### src/rtl/core/adfc_pkg.sv
package adfc_pkg;

  localparam int unsigned DataW    = 32;
  localparam int unsigned DvdW     = 64;
  localparam int unsigned DsrW     = 34;

  localparam logic [31:0] StatusBusy   = 32'h4000_0000;
  localparam logic [31:0] StatusFull   = 32'h8000_0000;
  localparam logic [31:0] DefaultRate  = 32'd44100;
  localparam logic [31:0] DefaultBits  = 32'd16;
  localparam logic [31:0] SatValue     = 32'hFFFF_FFFF;

  localparam logic [31:0] VideoClockReset = 32'd48681812;
  localparam logic [31:0] CountsReset     = 32'd46875000;

  localparam logic [1:0] ModeRead  = 2'd0;
  localparam logic [1:0] ModeWrite = 2'd1;
  localparam logic [1:0] ModeTick  = 2'd2;

  localparam logic [2:0] RegDram   = 3'd0;
  localparam logic [2:0] RegLength = 3'd1;
  localparam logic [2:0] RegCtrl   = 3'd2;
  localparam logic [2:0] RegStatus = 3'd3;
  localparam logic [2:0] RegDac    = 3'd4;
  localparam logic [2:0] RegBits   = 3'd5;

  localparam logic CfgVideoClock = 1'b0;
  localparam logic CfgCounts     = 1'b1;

  typedef enum logic [1:0] {
    JOB_LEN  = 2'd0,
    JOB_PUSH = 2'd1,
    JOB_POP  = 2'd2
  } job_t;

  typedef struct packed {
    logic            go;
    logic [DvdW-1:0] dividend;
    logic [DsrW-1:0] divisor;
  } div_req_t;

  function automatic logic [31:0] mwrite(input logic [31:0] old, input logic [31:0] v,
                                         input logic [31:0] m);
    return (old & ~m) | (v & m);
  endfunction

  function automatic logic [31:0] sat32(input logic [DvdW-1:0] q);
    return (q[DvdW-1:32] != '0) ? SatValue : q[31:0];
  endfunction

endpackage

### src/rtl/core/adfc_div.sv
// Restoring divider, one quotient bit per cycle.
module adfc_div (
  input  logic                     clk,
  input  logic                     rst,
  input  adfc_pkg::div_req_t       req,
  output logic                     done,
  output logic [adfc_pkg::DvdW-1:0] quotient
);
  localparam int unsigned CntW = $clog2(adfc_pkg::DvdW);

  logic                      busy;
  logic [CntW-1:0]           cnt;
  logic [adfc_pkg::DsrW-1:0] rem;
  logic [adfc_pkg::DsrW-1:0] dsr;
  logic [adfc_pkg::DvdW-1:0] dvd;
  logic [adfc_pkg::DsrW:0]   shifted;
  logic [adfc_pkg::DsrW+1:0] diff;
  logic                      ge;

  assign shifted  = {rem, dvd[adfc_pkg::DvdW-1]};
  assign diff     = {1'b0, shifted} - {2'b00, dsr};
  assign ge       = ~diff[adfc_pkg::DsrW+1];
  assign quotient = dvd;

  always_ff @(posedge clk) begin
    if (rst) begin
      busy <= 1'b0;
      done <= 1'b0;
      cnt  <= '0;
    end else begin
      done <= 1'b0;
      if (req.go) begin
        busy <= 1'b1;
        cnt  <= '0;
      end else if (busy) begin
        cnt <= cnt + 1'b1;
        if (cnt == CntW'(adfc_pkg::DvdW - 1)) begin
          busy <= 1'b0;
          done <= 1'b1;
        end
      end
    end
  end

  always_ff @(posedge clk) begin
    if (req.go) begin
      rem <= '0;
      dvd <= req.dividend;
      dsr <= req.divisor;
    end else if (busy) begin
      rem <= ge ? diff[adfc_pkg::DsrW-1:0] : shifted[adfc_pkg::DsrW-1:0];
      dvd <= {dvd[adfc_pkg::DvdW-2:0], ge};
    end
  end
endmodule

### src/rtl/core/audio_dma_fifo_controller.sv
// Audio DMA interface with a two-entry request queue.
// Input channel (in_valid/in_ready): one beat is a register read, a masked
// register write or one CPU count tick (mode, reg_index, write_data,
// write_mask). Output channel (out_valid/out_ready): exactly one result beat
// per input beat, in order: read data, interrupt raise/clear, DMA start with
// address and length, and the sample format when it changes.
// Configuration port (cfg_wen/cfg_addr/cfg_wdata): index 0 video clock,
// index 1 count ticks per second; write only while the block is idle.
// A length write runs the shared 64-bit divider for the sample rate and,
// if that is nonzero, a multiply and a second divide for the duration; a
// length read while a countdown runs takes one multiply and one divide; a
// tick that pops the queue takes one divide. Plain register accesses and
// other ticks do not use the divider. The shared restoring divider works
// one quotient bit per cycle. One beat is worked at a time; in_ready is low
// from accept until the result is handed over.
// A finished result sits in the output register; the next input beat is
// accepted while it waits. If the receiver stalls, the following result
// holds in the sequencer until the output register frees.
// Reset clears the register file, the queue and the countdown, and restores the
// configuration defaults.
module audio_dma_fifo_controller (
  input  logic        clk,
  input  logic        rst,
  input  logic        cfg_wen,
  input  logic        cfg_addr,
  input  logic [31:0] cfg_wdata,
  input  logic        in_valid,
  output logic        in_ready,
  input  logic [1:0]  mode,
  input  logic [2:0]  reg_index,
  input  logic [31:0] write_data,
  input  logic [31:0] write_mask,
  output logic        out_valid,
  input  logic        out_ready,
  output logic [31:0] read_data,
  output logic        irq_raise,
  output logic        irq_clear,
  output logic        dma_start,
  output logic [31:0] dma_address,
  output logic [31:0] dma_length,
  output logic        format_update,
  output logic [31:0] sample_rate,
  output logic [31:0] sample_bits
);
  typedef enum logic [5:0] {
    S_IDLE   = 6'b000001,
    S_DECODE = 6'b000010,
    S_RATE   = 6'b000100,
    S_MUL    = 6'b001000,
    S_QUO    = 6'b010000,
    S_HEAD   = 6'b100000
  } state_t;

  state_t           state;
  logic             out_pend;
  adfc_pkg::job_t   job;

  logic [31:0] vclk, cps;
  logic [31:0] dram, len, ctl, dac, bitr;
  logic        busy, full, dirty;
  logic [31:0] qa [2];
  logic [31:0] ql [2];
  logic [31:0] qd [2];
  logic [31:0] cd;
  logic [31:0] rate, dur;
  logic [31:0] mul_a, mul_b;

  logic [1:0]  i_mode;
  logic [2:0]  i_reg;
  logic [31:0] i_data, i_mask;

  logic [31:0] r_read, r_addr, r_len, r_srate, r_sbits;
  logic        r_raise, r_clear, r_start, r_fmt;

  adfc_pkg::div_req_t            div_req;
  logic                          div_done;
  logic [adfc_pkg::DvdW-1:0]     quo;
  logic [31:0]                   quo_sat;
  logic [31:0]                   h_addr, h_len, h_dur;
  logic                          out_free;

  adfc_div u_div (
    .clk      (clk),
    .rst      (rst),
    .req      (div_req),
    .done     (div_done),
    .quotient (quo)
  );

  // Hold off new beats while a finished result still waits for the output register.
  assign in_ready = (state == S_IDLE) && !out_pend;
  assign quo_sat  = adfc_pkg::sat32(quo);
  assign out_free = ~out_valid | out_ready;

  // Head of queue to start: a fresh push starts from the staged request,
  // a pop from slot 0 which already holds the promoted entry.
  always_comb begin
    if (job == adfc_pkg::JOB_PUSH) begin
      h_addr = dram;
      h_len  = len;
      h_dur  = dur;
    end else begin
      h_addr = qa[0];
      h_len  = ql[0];
      h_dur  = qd[0];
    end
  end

  always_ff @(posedge clk) begin
    if (cfg_wen) begin
      unique case (cfg_addr)
        adfc_pkg::CfgVideoClock: vclk <= cfg_wdata;
        adfc_pkg::CfgCounts:     cps  <= cfg_wdata;
        default: ;
      endcase
    end
    if (rst) begin
      vclk <= adfc_pkg::VideoClockReset;
      cps  <= adfc_pkg::CountsReset;
    end
  end

  always_ff @(posedge clk) begin
    if (rst) begin
      state    <= S_IDLE;
      out_pend <= 1'b0;
      div_req  <= '0;
      dram <= '0; len <= '0; ctl <= '0; dac <= '0; bitr <= '0;
      busy <= 1'b0; full <= 1'b0; dirty <= 1'b0; cd <= '0;
      qa[0] <= '0; qa[1] <= '0; ql[0] <= '0; ql[1] <= '0; qd[0] <= '0; qd[1] <= '0;
      job  <= adfc_pkg::JOB_LEN;
    end else begin
      div_req.go <= 1'b0;
      unique case (state)
        S_IDLE: begin
          if (in_valid && !out_pend) begin
            i_mode  <= mode;
            i_reg   <= reg_index;
            i_data  <= write_data;
            i_mask  <= write_mask;
            r_read  <= '0; r_addr <= '0; r_len <= '0; r_srate <= '0; r_sbits <= '0;
            r_raise <= 1'b0; r_clear <= 1'b0; r_start <= 1'b0; r_fmt <= 1'b0;
            state   <= S_DECODE;
          end
        end
        S_DECODE: begin
          out_pend <= 1'b1;
          state    <= S_IDLE;
          case (i_mode)
            adfc_pkg::ModeRead: begin
              case (i_reg)
                adfc_pkg::RegDram:   r_read <= dram;
                adfc_pkg::RegLength: begin
                  if (qd[0] != '0 && cd != '0) begin
                    mul_a    <= cd;
                    mul_b    <= ql[0];
                    job      <= adfc_pkg::JOB_LEN;
                    out_pend <= 1'b0;
                    state    <= S_MUL;
                  end
                end
                adfc_pkg::RegCtrl:   r_read <= ctl;
                adfc_pkg::RegStatus: r_read <= (busy ? adfc_pkg::StatusBusy : '0) |
                                               (full ? adfc_pkg::StatusFull : '0);
                adfc_pkg::RegDac:    r_read <= dac;
                adfc_pkg::RegBits:   r_read <= bitr;
                default: ;
              endcase
            end
            adfc_pkg::ModeWrite: begin
              case (i_reg)
                adfc_pkg::RegDram: dram <= adfc_pkg::mwrite(dram, i_data, i_mask);
                adfc_pkg::RegLength: begin
                  len              <= adfc_pkg::mwrite(len, i_data, i_mask);
                  job              <= adfc_pkg::JOB_PUSH;
                  div_req.go       <= 1'b1;
                  div_req.dividend <= {32'd0, vclk};
                  div_req.divisor  <= {1'b0, {1'b0, dac} + 33'd1};
                  out_pend         <= 1'b0;
                  state            <= S_RATE;
                end
                adfc_pkg::RegCtrl:   ctl <= adfc_pkg::mwrite(ctl, i_data, i_mask);
                adfc_pkg::RegStatus: r_clear <= 1'b1;
                adfc_pkg::RegDac: begin
                  if (dac != (i_data & i_mask)) dirty <= 1'b1;
                  dac <= adfc_pkg::mwrite(dac, i_data, i_mask);
                end
                adfc_pkg::RegBits: begin
                  if (bitr != (i_data & i_mask)) dirty <= 1'b1;
                  bitr <= adfc_pkg::mwrite(bitr, i_data, i_mask);
                end
                default: ;
              endcase
            end
            adfc_pkg::ModeTick: begin
              if (cd != '0) begin
                cd <= cd - 32'd1;
                if (cd == 32'd1) begin
                  r_raise <= 1'b1;
                  if (full) begin
                    // Promote slot 1 and fetch the sample rate for its start.
                    qa[0] <= qa[1];
                    ql[0] <= ql[1];
                    qd[0] <= qd[1];
                    full  <= 1'b0;
                    job   <= adfc_pkg::JOB_POP;
                    div_req.go       <= 1'b1;
                    div_req.dividend <= {32'd0, vclk};
                    div_req.divisor  <= {1'b0, {1'b0, dac} + 33'd1};
                    out_pend <= 1'b0;
                    state    <= S_RATE;
                  end else begin
                    busy <= 1'b0;
                  end
                end
              end
            end
            default: ;
          endcase
        end
        S_RATE: begin
          if (div_done) begin
            rate <= quo[31:0];
            if (job == adfc_pkg::JOB_PUSH && quo[31:0] != '0) begin
              mul_a <= len;
              mul_b <= cps;
              state <= S_MUL;
            end else begin
              dur   <= adfc_pkg::SatValue;
              state <= S_HEAD;
            end
          end
        end
        S_MUL: begin
          div_req.go       <= 1'b1;
          div_req.dividend <= mul_a * mul_b;
          div_req.divisor  <= (job == adfc_pkg::JOB_LEN) ? {2'b00, qd[0]} : {rate, 2'b00};
          state            <= S_QUO;
        end
        S_QUO: begin
          if (div_done) begin
            if (job == adfc_pkg::JOB_LEN) begin
              r_read   <= quo_sat;
              out_pend <= 1'b1;
              state    <= S_IDLE;
            end else begin
              dur   <= quo_sat;
              state <= S_HEAD;
            end
          end
        end
        S_HEAD: begin
          out_pend <= 1'b1;
          state    <= S_IDLE;
          if (job == adfc_pkg::JOB_PUSH && busy) begin
            qa[1] <= dram;
            ql[1] <= len;
            qd[1] <= dur;
            full  <= 1'b1;
          end else begin
            if (job == adfc_pkg::JOB_PUSH) begin
              qa[0] <= dram;
              ql[0] <= len;
              qd[0] <= dur;
              busy  <= 1'b1;
            end
            r_start <= 1'b1;
            r_addr  <= h_addr;
            r_len   <= h_len;
            cd      <= (h_dur == '0) ? 32'd1 : h_dur;
            if (dirty) begin
              r_fmt   <= 1'b1;
              r_srate <= (dac == '0) ? adfc_pkg::DefaultRate : rate;
              r_sbits <= (bitr == '0) ? adfc_pkg::DefaultBits : bitr + 32'd1;
              dirty   <= 1'b0;
            end
          end
        end
        default: state <= S_IDLE;
      endcase
      // Hand the finished result to the output register when it frees.
      if (out_pend && out_free) out_pend <= 1'b0;
    end
  end

  always_ff @(posedge clk) begin
    if (rst) begin
      out_valid <= 1'b0;
    end else if (out_pend && out_free) begin
      out_valid     <= 1'b1;
      read_data     <= r_read;
      irq_raise     <= r_raise;
      irq_clear     <= r_clear;
      dma_start     <= r_start;
      dma_address   <= r_addr;
      dma_length    <= r_len;
      format_update <= r_fmt;
      sample_rate   <= r_srate;
      sample_bits   <= r_sbits;
    end else if (out_ready) begin
      out_valid <= 1'b0;
    end
  end
endmodule

### config.mk
export PLATFORM = sky130hd
export DESIGN_NAME = audio_dma_fifo_controller
export DESIGN_NICKNAME = d
export VERILOG_FILES = /design/src/rtl/core/adfc_pkg.sv /design/src/rtl/core/adfc_div.sv /design/src/rtl/core/audio_dma_fifo_controller.sv
export SDC_FILE = /design/constraint.sdc
export NUM_CORES = 2
export LEC_CHECK = 0
export BUFFER_PORTS_ARGS = -buffer_cell sky130_fd_sc_hd__buf_4
export CAP_MARGIN = 20
export CORE_ASPECT_RATIO = 0.75
export CORE_MARGIN = 5
export CORE_UTILIZATION = 55
export CTS_CLUSTER_DIAMETER = 100
export CTS_CLUSTER_SIZE = 30
export DETAILED_ROUTE_END_ITERATION = 8
export PLACE_DENSITY = 0.7
export SLEW_MARGIN = 15
export SYNTH_ARGS = -nofsm -noshare
export SYNTH_HDL_FRONTEND = slang
export SYNTH_SLANG_ARGS = --single-unit
### constraint.sdc
create_clock -name clk -period 22.5 [get_ports clk]
set_clock_uncertainty 0.1 [all_clocks]
set_input_delay 3.375 -clock clk [delete_from_list [all_inputs] [get_ports clk]]
set_output_delay 3.375 -clock clk [all_outputs]
set_load 0.005 [all_outputs]
==> impl_metrics.py <==
metrics = {
    "outcome": {
        "status": "completed",
    },
    "power_and_ir_drop": {
        "max-vdd-ir-drop_v": 0.000162,
        "power_density_nw_per_um2": 84.4,
        "p_leak_nw": 37.0,
    },
    "grt": {
        "overflow": 0,
        "grt_max_degree": 108,
        "track_usage_pct": 33.4,
        "grt_pass1_wl_um": 408000,
        "antenna_found_initial": 20,
        "grt_pass1_vias": 62400,
    },
    "floorplanning": {
        "die_width_um": 465,
        "initial_core_util_pct": 55.3,
        "die_h_um": 351,
        "num_rows": 125,
        "dieArea_um2": 164000,
        "io_pins": 273,
        "core_um2": 155000,
    },
    "sta": {
        "final.period_utilization_pct": 39.6,
        "slew_headroom_pct": 13.2,
        "finalSetupTns_ns": 0,
        "rsz0062_at_grt": "no",
        "finalSetupViolations": 0,
        "hold_viol": 0,
        "layout_setup_ws_ns": 13.59,
        "period_minus_slack_ns": 8.91,
        "worstMarginPinSlew_ns": 1.29,
        "report.final.slew_viol_count": 0,
        "clock.fmax_mhz": 112,
    },
    "clock_network": {
        "postCtsSetupBuffers": 0,
        "clockBufferDepth": 3,
        "cts_htree_levels": 2,
        "clkTransAtPathRegs_ns": 0.12,
        "insertion_delay_ns": 0.73,
        "cts_made_buffers": 53,
        "cts_root_buf": "clkbuf_16",
        "tritoncts": "yes",
        "cts.sinks": 1225,
        "post_cts_resized": 0,
        "ctsHoldBuffers": 0,
    },
    "yosys": {
        "syn_inst": 8419,
        "synthFlopType": "edfxtp_1",
        "yosysSeqAreaShare_pct": 38.2,
        "synth_cell_types": 81,
        "yosysWarnings": 0,
        "synth_edf_count": 815,
        "syn_nets": 9732,
        "synth-async-reset-ratio_pct": 0,
        "yosys_register_bits": 1225,
        "avgSynthCellArea_um2": 10.2,
        "netlist_area_um2": 85500,
    },
    "drt": {
        "vias": 63100,
        "drc": 0,
        "firstDrtPassIters": 6,
        "via_per_inst": 6.07,
        "drt-initial-drc-count": 7934,
        "totalWireLength_um": 274000,
        "detail-route-antenna-nets": 0,
        "wl_per_cell_um": 26.3,
    },
    "min_path": {
        "min_path_type": "flip-flop to flip-flop",
        "worstHoldStart": "r_len[30]$_SDFFCE_PN0P_",
    },
    "job": {
        "cap_violations": 0,
    },
    "placement": {
        "dp_hpwl_um": 205000,
        "place_congestion": 0.999,
        "port_buffers": 272,
        "post-place-ws_ns": 13.69,
    },
    "finish": {
        "mostFrequentLayoutCells": "1,321 x nand2_1, 917 x inv_1, 897 x fa_1, 815 x edfxtp_1, 723 x and2_1",
        "final_util_pct": 58.8,
        "mostFrequentLayoutCell": "nand2_1",
        "layout-drive-gt1-share_pct": 8.09,
        "syn_to_final_growth_pct": 6.37,
        "final_nets": 9639,
    },
    "worst_setup_path": {
        "critical_path_arrival_ns": 9.37,
        "rr_startpoint": "mul_b[9]$_DFFE_PP_",
        "start_kind": "flip-flop",
        "crit_fanout": 23,
        "startpoint": "mul_b[9]$_DFFE_PP_",
        "worstSetupEndpointType": "flip-flop",
        "required_ns": 22.97,
        "critical_path_class": "flip-flop to flip-flop",
    },
}
## synthesized netlist by cell type, drive strengths merged (119+ instances only)
cell    instances  area (um2)
nand3         230        1150
clkbuf        520        1950
mux2          128        1440
and2          723        4520
inv           918        3450
edfxtp        815       24500
nand2        1322        4960
nor2          290        1110
fa            897       18000
xor2          119        1040
o21ai         239        1200
ha            309        3870
dfxtp         410        8210
a21oi         455        2280
## routing by layer
layer	up-vias	track usage (%)	part of all wire, %
met5	-	0	0.054
met4	8	10.7	3.8
met3	449	11.5	13
met2	3228	47.6	42
met1	32000	48.1	41
li1	27500	-	-
## metrics by stage
step	power [mW]	hold slack, ns	cells	instance area, um2
2_1_floorplan	5.20	0.300	8419	85500
3_5_place_dp	6.37	0.305	10300	89200
4_1_cts	7.60	0.318	10400	90900
6_report	7.68	0.313	10400	91000
3_3_place_gp	6.35	0.302	10300	89200
5_1_grt	8.12	0.324	10400	90900
## critical path, cell delays in order (launching register included)
cell and delay [ns]:
edfxtp_1 0.60, buf_4 0.39, and2_1 0.20, fa_1 0.46, fa_1 0.57, inv_1 0.06
fa_1 0.50, fa_1 0.53, inv_1 0.06, fa_1 0.56, fa_1 0.45, fa_1 0.51
fa_1 0.41, ha_1 0.42, nand2_1 0.14, o21ai_0 0.77, nor2_1 0.15, a311oi_1 1.07
nor4b_1 0.14, nor2_1 0.32, mux2i_1 0.24, o21ai_0 0.09
## area by class of cell
| class | count | area, um2 |
|---|---|---|
| multi-input cells | 5710 | 47400 |
| repair buffers | 418 | 3190 |
| well taps | 2032 | 2540 |
| clock buffers | 81 | 1430 |
| flip-flops and latches | 1225 | 32700 |
| inverters | 918 | 3450 |
| fillers | 13100 | 63700 |
| clock inverters | 16 | 272 |
| diodes | 7 | 17.5 |
## cells by family after synthesis
kind of cell             after synthesis  share of synthesized area [%]
AO/OA/AOI/OAI                       1183                           8.78
XOR/XNOR                             210                           2.15
adder cells (fa/ha/maj)             1206                           25.5
buffers and inverters               1484                           6.60
flip-flops                          1225                           38.2
multiplexers                         172                           2.20
AND/OR/NAND/NOR                     2939                           16.5
## power breakdown
| part | switching [mW] | internal, mW | total, mW |
|---|---|---|---|
| sequential | 0.0560 | 2.44 | 2.50 |
| clock | 0.769 | 0.470 | 1.24 |
| combinational | 2.48 | 1.46 | 3.94 |
| total | 3.30 | 4.38 | 7.68 |
## worst paths after layout
path | to | slack, ns | depth (start not counted)
setup / recovery | div_req[91]$_SDFFE_PP0P_ | 13.59 | 21
hold / removal | dma_length[30]$_DFFE_PP_ | 0.31 | 0
setup reg to reg | div_req[91]$_SDFFE_PP0P_ | 13.59 | 21
hold reg to reg | dma_length[30]$_DFFE_PP_ | 0.31 | 0
(Power assumes the default switching activity.)
